File: src/design/mkdr_pkg.sv
// ----------------------------------------------------------------------------
// mkdr_pkg: shared types and constants of the key debounce reporter
// Register indexes, field widths, queue sizing and the front/back entry type.
// ----------------------------------------------------------------------------
package mkdr_pkg;

  localparam int NumButtonsDef = 8;
  localparam int CountWidthDef = 16;
  localparam int BtnMax        = 8;
  localparam int IdxW          = 3;
  localparam int CodeW         = 16;
  localparam int DebounceW     = 16;
  localparam int InW           = 8;
  localparam int OutW          = 24;
  localparam int CfgIdxW       = 3;
  localparam int CfgDataW      = 64;
  localparam int QueueDepth    = 4;

  localparam logic [DebounceW-1:0] ResetDebounce = 16'd10;

  // configuration register indexes
  localparam logic [CfgIdxW-1:0] RegDebounce = 3'd0;
  localparam logic [CfgIdxW-1:0] RegReportEn = 3'd1;
  localparam logic [CfgIdxW-1:0] RegRestart  = 3'd2;
  localparam logic [CfgIdxW-1:0] RegActive   = 3'd3;
  localparam logic [CfgIdxW-1:0] RegCodesLo  = 3'd4;
  localparam logic [CfgIdxW-1:0] RegCodesHi  = 3'd5;

  // one queue entry: buttons to report for a tick and their pressed flags
  typedef struct packed {
    logic [BtnMax-1:0] report;
    logic [BtnMax-1:0] pressed;
  } evt_t;

  // settings the front needs
  typedef struct packed {
    logic [DebounceW-1:0] debounce_ticks;
    logic                 report_en;
    logic                 restart;
    logic [BtnMax-1:0]    active_mask;
  } front_cfg_t;

endpackage

File: src/design/mkdr_front.sv
// ----------------------------------------------------------------------------
// mkdr_front: per-tick countdown lanes
// Takes one tick, updates every button lane at once, and hands the set of
// buttons to report to the queue.
// ----------------------------------------------------------------------------
module mkdr_front #(
  parameter int NUM_BUTTONS = mkdr_pkg::NumButtonsDef,
  parameter int COUNT_WIDTH = mkdr_pkg::CountWidthDef
) (
  input  logic                      clk_i,
  input  logic                      rst_ni,
  input  mkdr_pkg::front_cfg_t      cfg_i,
  input  logic                      in_valid_i,
  output logic                      in_ready_o,
  input  logic [mkdr_pkg::InW-1:0]  pins_i,
  input  logic                      q_full_i,
  output logic                      push_o,
  output mkdr_pkg::evt_t            evt_o
);

  localparam logic [32:0] CountMax = (33'd1 << COUNT_WIDTH) - 33'd1;

  logic [NUM_BUTTONS-1:0] prev_q, prev_d;
  logic [NUM_BUTTONS-1:0] rep_q, rep_d;
  logic [NUM_BUTTONS-1:0] armed_q, armed_d;
  logic [COUNT_WIDTH-1:0] cnt_q [NUM_BUTTONS];
  logic [COUNT_WIDTH-1:0] cnt_d [NUM_BUTTONS];
  logic [COUNT_WIDTH-1:0] dec   [NUM_BUTTONS];

  logic [NUM_BUTTONS-1:0] pins, edges, armed_mid, report, pressed;
  logic [COUNT_WIDTH-1:0] load;
  logic [32:0]            ticks_ext;
  logic                   accept;

  assign in_ready_o = !q_full_i;
  assign accept     = in_valid_i && !q_full_i;

  // reload value: zero counts as one, saturate to the counter width
  always_comb begin
    ticks_ext = 33'(cfg_i.debounce_ticks);
    if (ticks_ext == 33'd0) begin
      load = COUNT_WIDTH'(1);
    end else if (ticks_ext > CountMax) begin
      load = '1;
    end else begin
      load = COUNT_WIDTH'(ticks_ext);
    end
  end

  always_comb begin
    pins    = pins_i[NUM_BUTTONS-1:0];
    edges   = pins ^ prev_q;
    prev_d  = pins;
    rep_d   = rep_q;
    report  = '0;
    pressed = '0;
    for (int i = 0; i < NUM_BUTTONS; i++) begin
      armed_mid[i] = armed_q[i];
      dec[i]       = (cnt_q[i] != '0) ? cnt_q[i] - COUNT_WIDTH'(1) : cnt_q[i];
      cnt_d[i]     = cnt_q[i];
      // expiry first, judged with this tick's level
      if (armed_q[i]) begin
        cnt_d[i] = dec[i];
        if (dec[i] == '0) begin
          armed_mid[i] = 1'b0;
          if (pins[i] != rep_q[i]) begin
            rep_d[i]   = pins[i];
            report[i]  = cfg_i.report_en;
            pressed[i] = (pins[i] == cfg_i.active_mask[i]);
          end
        end
      end
      // then edges arm, or rearm when restart is on
      armed_d[i] = armed_mid[i];
      if (edges[i] && (!armed_mid[i] || cfg_i.restart)) begin
        armed_d[i] = 1'b1;
        cnt_d[i]   = load;
      end
    end
  end

  assign evt_o.report  = mkdr_pkg::BtnMax'(report);
  assign evt_o.pressed = mkdr_pkg::BtnMax'(pressed);
  assign push_o        = accept && (|report);

  always_ff @(posedge clk_i or negedge rst_ni) begin
    if (!rst_ni) begin
      prev_q  <= '0;
      rep_q   <= '0;
      armed_q <= '0;
      for (int i = 0; i < NUM_BUTTONS; i++) begin
        cnt_q[i] <= '0;
      end
    end else if (accept) begin
      prev_q  <= prev_d;
      rep_q   <= rep_d;
      armed_q <= armed_d;
      for (int i = 0; i < NUM_BUTTONS; i++) begin
        cnt_q[i] <= cnt_d[i];
      end
    end
  end

endmodule

File: src/design/mkdr_queue.sv
// ----------------------------------------------------------------------------
// mkdr_queue: short queue between front and back
// Holds report sets of ticks whose events are not yet sent.
// ----------------------------------------------------------------------------
module mkdr_queue (
  input  logic           clk_i,
  input  logic           rst_ni,
  input  logic           push_i,
  input  mkdr_pkg::evt_t data_i,
  output logic           full_o,
  output logic           valid_o,
  input  logic           pop_i,
  output mkdr_pkg::evt_t data_o
);

  localparam int Depth = mkdr_pkg::QueueDepth;
  localparam int PtrW  = (Depth > 1) ? $clog2(Depth) : 1;
  localparam int CntW  = $clog2(Depth + 1);

  mkdr_pkg::evt_t mem_q [Depth];
  logic [PtrW-1:0] wr_ptr_q, rd_ptr_q;
  logic [CntW-1:0] cnt_q;

  function automatic logic [PtrW-1:0] ptr_next(input logic [PtrW-1:0] p);
    return (p == PtrW'(Depth - 1)) ? '0 : p + PtrW'(1);
  endfunction

  assign full_o  = (cnt_q == CntW'(Depth));
  assign valid_o = (cnt_q != '0);
  assign data_o  = mem_q[rd_ptr_q];

  always_ff @(posedge clk_i) begin
    if (push_i) begin
      mem_q[wr_ptr_q] <= data_i;
    end
  end

  always_ff @(posedge clk_i or negedge rst_ni) begin
    if (!rst_ni) begin
      wr_ptr_q <= '0;
      rd_ptr_q <= '0;
      cnt_q    <= '0;
    end else begin
      if (push_i) begin
        wr_ptr_q <= ptr_next(wr_ptr_q);
      end
      if (pop_i) begin
        rd_ptr_q <= ptr_next(rd_ptr_q);
      end
      if (push_i && !pop_i) begin
        cnt_q <= cnt_q + CntW'(1);
      end else if (pop_i && !push_i) begin
        cnt_q <= cnt_q - CntW'(1);
      end
    end
  end

`ifndef SYNTHESIS
  a_no_push_full: assert property (@(posedge clk_i) disable iff (!rst_ni)
    !(push_i && full_o)) else $error("queue push while full");
  a_no_pop_empty: assert property (@(posedge clk_i) disable iff (!rst_ni)
    !(pop_i && !valid_o)) else $error("queue pop while empty");
  a_push_nonzero: assert property (@(posedge clk_i) disable iff (!rst_ni)
    push_i |-> (data_i.report != '0)) else $error("empty report set queued");
  a_cnt_bound: assert property (@(posedge clk_i) disable iff (!rst_ni)
    cnt_q <= CntW'(Depth)) else $error("queue count out of range");
`endif

endmodule

File: src/design/mkdr_back.sv
// ----------------------------------------------------------------------------
// mkdr_back: event serializer
// Walks a report set from the lowest button up, one event per cycle while
// the receiver is ready, into the output register.
// ----------------------------------------------------------------------------
module mkdr_back (
  input  logic                                    clk_i,
  input  logic                                    rst_ni,
  input  logic [mkdr_pkg::BtnMax*mkdr_pkg::CodeW-1:0] codes_i,
  input  logic                                    q_valid_i,
  input  mkdr_pkg::evt_t                          q_data_i,
  output logic                                    pop_o,
  output logic                                    m_tvalid_o,
  input  logic                                    m_tready_i,
  output logic [mkdr_pkg::OutW-1:0]               m_tdata_o,
  output logic                                    m_tlast_o
);

  localparam int BtnMax = mkdr_pkg::BtnMax;
  localparam int IdxW   = mkdr_pkg::IdxW;
  localparam int CodeW  = mkdr_pkg::CodeW;
  localparam int OutW   = mkdr_pkg::OutW;

  logic [BtnMax-1:0] work_q, work_d, prs_q, remaining;
  logic [IdxW-1:0]   idx;
  logic [CodeW-1:0]  code;
  logic              adv, emit, work_busy;

  logic              out_valid_q, out_valid_d;
  logic [OutW-1:0]   out_data_q, out_data_d;
  logic              out_last_q, out_last_d;

  always_comb begin
    idx = '0;
    for (int i = BtnMax - 1; i >= 0; i--) begin
      if (work_q[i]) begin
        idx = IdxW'(i);
      end
    end
  end

  assign code      = codes_i[idx*CodeW +: CodeW];
  assign remaining = work_q & (work_q - BtnMax'(1));
  assign work_busy = |work_q;
  assign adv       = !out_valid_q || m_tready_i;
  assign emit      = adv && work_busy;
  assign pop_o     = q_valid_i && (!work_busy || (emit && (remaining == '0)));

  always_comb begin
    work_d      = work_q;
    out_valid_d = out_valid_q;
    out_data_d  = out_data_q;
    out_last_d  = out_last_q;
    if (emit) begin
      work_d      = remaining;
      out_valid_d = 1'b1;
      out_data_d  = OutW'({idx, prs_q[idx], code});
      out_last_d  = (remaining == '0);
    end else if (adv) begin
      out_valid_d = 1'b0;
    end
    if (pop_o) begin
      work_d = q_data_i.report;
    end
  end

  always_ff @(posedge clk_i or negedge rst_ni) begin
    if (!rst_ni) begin
      work_q      <= '0;
      out_valid_q <= 1'b0;
    end else begin
      work_q      <= work_d;
      out_valid_q <= out_valid_d;
    end
  end

  always_ff @(posedge clk_i) begin
    out_data_q <= out_data_d;
    out_last_q <= out_last_d;
    if (pop_o) begin
      prs_q <= q_data_i.pressed;
    end
  end

  assign m_tvalid_o = out_valid_q;
  assign m_tdata_o  = out_data_q;
  assign m_tlast_o  = out_last_q;

endmodule

File: src/design/multi_key_debounce_reporter.sv
// ----------------------------------------------------------------------------
// multi_key_debounce_reporter: debouncer and key event reporter
// Tick-driven countdown per button; reports debounced level changes.
// ----------------------------------------------------------------------------
// Usage:
//   s_axis carries one item per timer tick; tdata[7:0] holds the sampled pin
//   levels, bit i for button i. Each tick updates all button countdowns in
//   the cycle it is accepted; a button whose countdown runs out with a level
//   that differs from the last judged one yields one event if reporting is enabled.
//   m_axis carries events in rising button order: key code, pressed flag and
//   button index in tdata, tlast set on the last event of a tick. A tick
//   with nothing to report gives no item.
//   cfg writes registers by index (0 debounce ticks, 1 reporting enable,
//   2 restart on edge, 3 active level mask, 4/5 key codes); write only when
//   the block is idle. cfg_ready_o is always high.
// Timing:
//   The first event of a tick passes through the queue, the set register and
//   the output register. Events stream at one per cycle while the receiver
//   is ready; ticks are taken one per cycle while the four-entry event
//   queue has room.
// Reset: all levels, countdowns and configuration registers clear, debounce ticks is 10.
// Stall: a stalled receiver holds the output register; the queue fills
//   and then s_axis_tready drops until an entry drains.
// ----------------------------------------------------------------------------
module multi_key_debounce_reporter #(
  parameter int NUM_BUTTONS = mkdr_pkg::NumButtonsDef,
  parameter int COUNT_WIDTH = mkdr_pkg::CountWidthDef
) (
  input  logic                            clk_i,
  input  logic                            rst_ni,
  // tick input
  input  logic                            s_axis_tvalid,
  output logic                            s_axis_tready,
  input  logic [mkdr_pkg::InW-1:0]        s_axis_tdata,   // [7:0] pin_levels
  // event output
  output logic                            m_axis_tvalid,
  input  logic                            m_axis_tready,
  // [15:0] key_code, [16] pressed, [19:17] button_index, [23:20] zero
  output logic [mkdr_pkg::OutW-1:0]       m_axis_tdata,
  output logic                            m_axis_tlast,   // last_event
  // configuration writes
  input  logic                            cfg_valid_i,
  output logic                            cfg_ready_o,
  input  logic [mkdr_pkg::CfgIdxW-1:0]    cfg_index_i,
  input  logic [mkdr_pkg::CfgDataW-1:0]   cfg_data_i
);

  // configuration registers
  logic [mkdr_pkg::DebounceW-1:0] debounce_q;
  logic                           report_en_q;
  logic                           restart_q;
  logic [mkdr_pkg::BtnMax-1:0]    active_q;
  logic [mkdr_pkg::CfgDataW-1:0]  codes_lo_q;
  logic [mkdr_pkg::CfgDataW-1:0]  codes_hi_q;

  mkdr_pkg::front_cfg_t front_cfg;
  mkdr_pkg::evt_t       push_evt, pop_evt;
  logic                 push, pop, q_full, q_valid;
  logic                 cfg_wr;

  assign cfg_ready_o = 1'b1;
  assign cfg_wr      = cfg_valid_i;

  always_ff @(posedge clk_i or negedge rst_ni) begin
    if (!rst_ni) begin
      debounce_q  <= mkdr_pkg::ResetDebounce;
      report_en_q <= 1'b0;
      restart_q   <= 1'b0;
      active_q    <= '0;
      codes_lo_q  <= '0;
      codes_hi_q  <= '0;
    end else if (cfg_wr) begin
      case (cfg_index_i)
        mkdr_pkg::RegDebounce: debounce_q  <= cfg_data_i[mkdr_pkg::DebounceW-1:0];
        mkdr_pkg::RegReportEn: report_en_q <= cfg_data_i[0];
        mkdr_pkg::RegRestart:  restart_q   <= cfg_data_i[0];
        mkdr_pkg::RegActive:   active_q    <= cfg_data_i[mkdr_pkg::BtnMax-1:0];
        mkdr_pkg::RegCodesLo:  codes_lo_q  <= cfg_data_i;
        mkdr_pkg::RegCodesHi:  codes_hi_q  <= cfg_data_i;
        default: ;  // unknown index, write dropped
      endcase
    end
  end

  assign front_cfg.debounce_ticks = debounce_q;
  assign front_cfg.report_en      = report_en_q;
  assign front_cfg.restart        = restart_q;
  assign front_cfg.active_mask    = active_q;

  mkdr_front #(
    .NUM_BUTTONS (NUM_BUTTONS),
    .COUNT_WIDTH (COUNT_WIDTH)
  ) u_front (
    .clk_i      (clk_i),
    .rst_ni     (rst_ni),
    .cfg_i      (front_cfg),
    .in_valid_i (s_axis_tvalid),
    .in_ready_o (s_axis_tready),
    .pins_i     (s_axis_tdata),
    .q_full_i   (q_full),
    .push_o     (push),
    .evt_o      (push_evt)
  );

  mkdr_queue u_queue (
    .clk_i   (clk_i),
    .rst_ni  (rst_ni),
    .push_i  (push),
    .data_i  (push_evt),
    .full_o  (q_full),
    .valid_o (q_valid),
    .pop_i   (pop),
    .data_o  (pop_evt)
  );

  mkdr_back u_back (
    .clk_i      (clk_i),
    .rst_ni     (rst_ni),
    .codes_i    ({codes_hi_q, codes_lo_q}),
    .q_valid_i  (q_valid),
    .q_data_i   (pop_evt),
    .pop_o      (pop),
    .m_tvalid_o (m_axis_tvalid),
    .m_tready_i (m_axis_tready),
    .m_tdata_o  (m_axis_tdata),
    .m_tlast_o  (m_axis_tlast)
  );

endmodule
File: config.mk
export PLATFORM = sky130hd
export DESIGN_NAME = multi_key_debounce_reporter
export DESIGN_NICKNAME = d
export VERILOG_FILES = /design/src/design/mkdr_pkg.sv /design/src/design/mkdr_front.sv /design/src/design/mkdr_queue.sv /design/src/design/mkdr_back.sv /design/src/design/multi_key_debounce_reporter.sv
export SDC_FILE = /design/constraint.sdc
export NUM_CORES = 1
export LEC_CHECK = 0
export ABC_AREA = 1
export BUFFER_PORTS_ARGS = -buffer_cell sky130_fd_sc_hd__buf_2
export CAP_MARGIN = 20
export CORE_ASPECT_RATIO = 1.2
export CORE_UTILIZATION = 60
export CTS_CLUSTER_DIAMETER = 150
export CTS_CLUSTER_SIZE = 30
export DETAILED_ROUTE_END_ITERATION = 10
export PLACE_DENSITY = 0.76
export REMOVE_ABC_BUFFERS = 1
export SYNTH_ARGS = -nofsm -noshare
export SYNTH_HDL_FRONTEND = slang
export SYNTH_SLANG_ARGS = --single-unit
File: constraint.sdc
create_clock -name clk_i -period 7.6 [get_ports clk_i]
set_input_delay 1.14 -clock clk_i [delete_from_list [all_inputs] [get_ports clk_i]]
set_output_delay 1.14 -clock clk_i [all_outputs]
set_load 0.02 [all_outputs]
### Word-level counts from Yosys, hierarchy flattened

Memories as Yosys holds them, arrays and structs flattened.
Index checks and enable logic that the tools add are counted.
W data, S select, Z words.

| word-level totals | value |
|---|---|
| input port bits | 80 |
| memories | 1 |
| register bits after elaboration | 351 |
| output and inout bits | 28 |
| memory bits (writable) | 64 |

| operators by class | value |
|---|---|
| eq/ne operators | 24 |
| add/sub/neg operators | 13 |
| reductions and logical operators | 93 |
| mux-type cells | 117 |
| shift-type cells | 1 |
| bitwise gates (word level) | 2 |
| $lt $le $gt $ge | 1 |

Memories:

| memory | depth | bits a word | read ports | clocked after Yosys merged registers in | wr ports | RTL line | source |
|---|---|---|---|---|---|---|---|
| u_queue.mem_q | 4 | 16 | 1 | 0 | 1 | mkdr_queue.sv:20 | `mkdr_pkg::evt_t mem_q [Depth];` |

Operator list:

| cell | count |
|---|---|
| $mux W16 | 25 |
| $logic_not A16 Y1 | 9 |
| $reduce_bool A16 Y1 | 8 |
| $shiftx A128 B8 Y16 | 1 |
| $sub A16 B1 Y16 const B | 8 |
| $mux W1 | 77 |
| $reduce_and A4 Y1 | 8 |
| $mux W3 | 10 |
| $reduce_and A2 Y1 | 14 |
| $reduce_bool A2 Y1 | 11 |
| $mux W8 | 2 |
| $reduce_or A8 Y1 | 2 |
| $logic_and A1 B1 Y1 | 15 |
| $logic_not A1 Y1 | 13 |
| $logic_or A1 B1 Y1 | 10 |
| $eq A3 B3 Y1 const B | 3 |
| $and A8 B8 Y8 | 1 |
| $eq A1 B1 Y1 | 8 |
| $logic_not A8 Y1 | 1 |
| $ne A1 B1 Y1 | 8 |
| $sub A8 B1 Y8 const B | 1 |
| $xor A8 B8 Y8 | 1 |
| $eq A3 B2 Y1 const B | 2 |
| $add A2 B1 Y2 const B | 2 |
| 9 further kinds | 11 |

### Logic depth before layout (Yosys ltp)

| logic depth | value |
|---|---|
| depth in word-level cells | 11 |
| gate-level depth with buffers | 23 |
| mapped depth without buffers | 23 |

### Cells and area by module

A second synthesis with hierarchy kept.

| second synthesis, totals | value |
|---|---|
| cells, all modules | 3634 |
| area, all modules | 25160.4 sq um |

Modules (own cells, without submodules):

| module | instances | cells an instance | area each (sq um) | seq. area each (sq um) |
|---|---|---|---|---|
| mkdr_front | 1 | 2131 | 12688.4 | 3803.6 |
| multi_key_debounce_reporter | 1 | 676 | 6022.0 | 3856.2 |
| mkdr_back | 1 | 587 | 3459.6 | 1096.1 |
| mkdr_queue | 1 | 240 | 2990.4 | 2097.0 |

### Worst setup path before layout

Ideal clock, no wire load.

| timing | value |
|---|---|
| path type | register -> register |
| from | register u_front.cnt_q[80] (netlist name) |
| to | register u_queue.cnt_q[2] |
| stages on the path, launching flop included | 22 |
| slack | 4517 ps |
| arrival time | 2959 ps |
| setup time | 124 ps |
| path through | dfrtp_1 -> inv_2 -> ha_1 -> nand3_2 -> nor2_2 -> nand2_2 -> buf_2 -> a21oi_1 -> nand3_1 -> nor2_1 -> nand4_1 -> nand2_1 -> nor2_1 -> nand2_1 -> nand2_1 -> inv_1 -> ha_1 -> inv_1 -> fa_1 -> a21oi_1 -> o21ai_0 -> xnor2_1 |

| on the way | value |
|---|---|
| cells in the longest elaborated chain, start to end | 10 |
| elaborated cells on any way between the ends | 13 |

Ends and longest elaborated chain:

| element | RTL line | source |
|---|---|---|
| from (decl) | mkdr_front.sv:26 | `logic [COUNT_WIDTH-1:0] cnt_q [NUM_BUTTONS];` |
| from (signal, indexed assignment) | mkdr_front.sv:99 | `cnt_q[i] <= cnt_d[i];` |
| $sub A16 B1 Y16 / $reduce_bool A16 Y1 (equally long branches) | mkdr_front.sv:59 | `dec[i] = (cnt_q[i] != '0) ? cnt_q[i] - COUNT_WIDTH'(1) : cnt_q[i];` |
| $mux W16 * | mkdr_front.sv:59 |  |
| $logic_not A16 Y1 * | mkdr_front.sv:64 | `if (dec[i] == '0) begin` |
| $mux W1 * | mkdr_front.sv:64 |  |
| $mux W1 * | mkdr_front.sv:62 | `if (armed_q[i]) begin` |
| $reduce_or A8 Y1 * | mkdr_front.sv:84 | `assign push_o = accept && (\|report);` |
| $logic_and A1 B1 Y1 * | mkdr_front.sv:84 |  |
| net push | multi_key_debounce_reporter.sv:58 | `logic push, pop, q_full, q_valid;` |
| $logic_not A1 Y1 | mkdr_queue.sv:52 | `end else if (pop_i && !push_i) begin` |
| $logic_and A1 B1 Y1 | mkdr_queue.sv:52 |  |
| $reduce_bool A2 Y1 (no source line) | n/a |  |
| to (signal assigned) | mkdr_queue.sv:51 | `cnt_q <= cnt_q + CntW'(1);` |
| to (signal assigned) | mkdr_queue.sv:53 | `cnt_q <= cnt_q - CntW'(1);` |
| to (decl) | mkdr_queue.sv:22 | `logic [CntW-1:0] cnt_q;` |

The timed path passes the listed nets; every way through them passes the cells marked *.
A chain may end at the register's enable or synchronous reset.

### Worst setup path in the final report

| timing | value |
|---|---|
| from | register u_front.cnt_q[0] (netlist name) |
| to | register u_queue.cnt_q[2] |

Same word-level chain as after synthesis.

==> impl_metrics.csv <==
group,metric,value,unit
run_status,outcome,"complete, no violations",
route,vias_per_cell,5.69,
route,routed_wl,63.0,mm
power_and_ir_drop,vdd.ir_drop.worst,0.241,mV
placed_design,gp_congestion,1.00,
setup_path,crit_arrival,4.32,ns
cts,htree_levels,1,
floorplanning,io_pins,108,
synthesis,synth_ff_type,"dfrtp_1",
route,first_iter_violations,1542,
global_route,grt_pass1_wl,101,mm
cts,clock_sinks,415,
run,max_cap_violations,0,
global_route,grt-ovfl-total,0,
cts,clk_latency,0.56,ns
synthesis,ys_seq_area_share,46.0,%
route,drtPass1Iterations,6,
setup_path,endpoint_kind,"flop",
power_and_ir_drop,seqPwrFrac,36.8,%
sta,setup_tns,0,ns
cts,cts_resized,0,
global_route,grt_pass1_vias,19900,
floorplanning,rows,79,
global_route,grt_max_degree,165,
cts,ctsHoldBuffers,0,
cells_and_area,area_growth,5.08,%
sta,finalCriticalPeriod,3.86,ns
setup_path,r2r_cells,20,
synthesis,syn-instance-count,3137,
cells_and_area,final_common_cell,"nand2_1",
synthesis,synth_cell_types,46,
worst_hold_path,hold_class,"reg -> reg",
power_and_ir_drop,sw_frac_of_total,48.4,%
cells_and_area,ff_latch_area,10900,um^2
cts,clkTransAtPathRegs,0.12,ns
placed_design,preCtsSetupSlack,3.76,ns
sta,min_period_over_period,50.8,%
sta,drv_slew,0,
floorplanning,core_area,38700,um^2
setup_path,path_max_fanout,19,
setup_path,reg2reg_to,"u_queue.cnt_q[2]",
floorplanning,die_y,219,um
floorplanning,start_util,60.9,%
synthesis,synth.cell_area,23600,um^2
route,drc,0,
cts,cts_root_buf,"clkbuf_16",
cts,cts-buffers-inserted,17,
global_route,grt_usage,31.8,%
power_and_ir_drop,clkPwrFrac,11.5,%
power_and_ir_drop,power.leakage,12.4,nW
cts,post_cts_buffers,0,
power_and_ir_drop,internal-power,5.05,mW
synthesis,ys_warn_count,0,
placed_design,place_hpwl,42.6,mm
sta,setup_viol_count_final,0,
setup_path,worstSetupPathType,"reg -> reg",
route,ant_nets,0,
power_and_ir_drop,p_comb_share,51.7,%
cells_and_area,fin_util,64.0,%
power_and_ir_drop,power.switching,4.74,mW
cells_and_area,fin_nets,3240,
placed_design,placed_cells,3650,
cells_and_area,final_area,24800,um^2
power_and_ir_drop,power.total,9.79,mW
cts,tritoncts,"yes",
setup_path,start_kind,"flop",
floorplanning,die-area,40100,um^2
sta,hold_viol,0,
route,wl_per_cell,17.1,um
synthesis,ys_ff_latch,415,
power_and_ir_drop,power.density,395,nW/um^2
setup_path,cp.required,8.06,ns
placed_design,portBuffers,102,
placed_design,place_area,24200,um^2
cells_and_area,layout-drive-gt1-share,8.59,%
worst_hold_path,hp-start,"codes_lo_q[59]",
cells_and_area,finalNonFillerCells,3683,
cells_and_area,layout_common_cells,"990 x nand2_1, 430 x nor2_1, 328 x o21ai_0",
sta,tightest_slew,1.16,ns
cts,clock_path_buffers,3,
global_route,antenna_found_initial,4,
worst_hold_path,hold_path_end,"codes_lo_q[59]",
sta,skew,0.0251,ns
worst_hold_path,worstHoldPathCells,2,
synthesis,synth_edf_count,93,
route,vias,20900,
sta,max_clock_freq,259,MHz
sta,maxSlewHeadroom,22.1,%
setup_path,regToRegStartpoint,"u_front.cnt_q[0]",
cells_and_area,nFillCells,3460,
synthesis,synthArstFlopShare,77.6,%
sta,hold_ws,0.488,ns
cells_and_area,multi_input_area,11000,um^2
sta,rsz0062_at_grt,"false",
sta,fin_ws,3.74,ns
floorplanning,fp.dieW,183,um
synthesis,avgSynthCellArea,7.52,um^2
setup_path,r2r_slack,3.74,ns
==> area by class of cell <==
class	instances	area share, %
diodes	4	0.0404
clock buffers	25	1.84
clock inverters	2	0.0656
inverters	270	4.09
multi-input cells	2312	44.4
flip-flops and latches	415	43.8
well taps	526	2.66
repair buffers	129	3.13
==> registers in the layout, summed over array words and instances (netlist names) <==
signal,cells
u_back.work_q,8
report_en_q,1
u_queue.mem_q,64
u_back.m_tlast_o,1
u_front.prev_q,8
u_back.prs_q,8
u_back.m_tvalid_o,1
debounce_q,16
u_queue.cnt_q,3
u_queue.rd_ptr_q,2
codes_lo_q,64
restart_q,1
u_front.rep_q,8
codes_hi_q,64
active_q,8
u_front.cnt_q,128
u_front.armed_q,8
u_back.m_tdata_o,20
u_queue.wr_ptr_q,2
==> kinds of logic after synthesis <==
kind of cell | after synthesis | synth area share [%]
compound gates | 546 | 13.3
xor+xnor | 72 | 2.67
fa+ha+maj | 15 | 0.828
buf+inv | 413 | 7.61
flops | 415 | 46.0
mux | 3 | 0.143
other cells | 2 | 0.0318
simple gates | 1671 | 29.4
==> layer usage <==
metal / global-route usage (%) / part of all wire, % / up-vias
met2: 54.6 / 49 / 688
li1: - / - / 10200
met3: 2.89 / 5.5 / 145
met5: 0 / 0 / -
met1: 41.2 / 42 / 9938
met4: 13.6 / 4.1 / 0
==> synthesized netlist by cell type, types with 2 or more instances <==
cell type / count / area (um^2)
nand2_2: 15 / 93.8
mux2_2: 3 / 33.8
buf_6: 25 / 282
inv_1: 255 / 957
nor4_1: 10 / 62.6
nand4_1: 43 / 269
o31ai_1: 2 / 15.0
nor3_1: 4 / 20.0
a31oi_1: 21 / 131
xnor2_1: 8 / 70.1
buf_4: 7 / 52.6
dfstp_2: 2 / 52.6
buf_1: 2 / 7.51
conb_1: 2 / 7.51
inv_2: 10 / 37.5
nand3_2: 10 / 100
o21ai_0: 330 / 1650
xor2_1: 64 / 561
nor2_2: 30 / 188
dfrtp_1: 320 / 8010
o211ai_2: 25 / 313
buf_2: 23 / 115
nand3b_1: 18 / 135
o211ai_1: 37 / 278
o21ai_1: 30 / 150
ha_1: 14 / 175
clkbuf_1: 85 / 319
nor2_1: 431 / 1620
nand2_1: 993 / 3730
nand2_4: 5 / 56.3
a21oi_1: 26 / 130
and2_1: 2 / 12.5
nand3_1: 96 / 480
nor2_4: 8 / 90.1
clkinv_1: 5 / 18.8
nand4_4: 2 / 42.5
o22ai_1: 73 / 457
edfxtp_1: 93 / 2790
==> worst max-delay path: stages, from the launching register on <==
cell     delay [ns]
dfrtp_1        0.39
inv_1          0.18
ha_1           0.26
nand2_2        0.16
nor2_4         0.18
nand2_4        0.15
o21ai_0        0.12
nand3_1        0.11
nor2_1         0.24
nand4_1        0.39
nand2_1        0.19
nor2_1         0.07
nand2_1        0.06
nand2_1        0.11
inv_1          0.12
ha_1           0.14
inv_1          0.07
fa_1           0.44
a21oi_1        0.14
o21ai_0        0.11
xnor2_1        0.14
==> how the worst max path moves through the flow <==
stage	slack [ns]	from	cells after the start	to
after global routing	3.43	u_front.cnt_q[96]	20	u_queue.cnt_q[2]
final	3.74	u_front.cnt_q[0]	20	u_queue.cnt_q[2]
after global placement	3.76	u_front.cnt_q[0]	20	u_queue.cnt_q[2]
after detailed placement	3.76	u_front.cnt_q[0]	20	u_queue.cnt_q[2]
after floorplan	3.44	s_axis_tvalid	4	u_front.cnt_q[2]
after CTS	3.78	u_front.cnt_q[0]	20	u_queue.cnt_q[2]
==> power by group through the flow <==
stage               clock network [mW]  logic (mW)  registers, mW
finish                            1.13        5.06           3.60
global route                      1.22        5.74           3.67
CTS                               1.16        5.02           3.58
detailed placement                   0        4.99           3.62
global placement                     0        4.91           3.61
floorplan                            0        3.68           3.49
(Power assumes the default switching activity.)
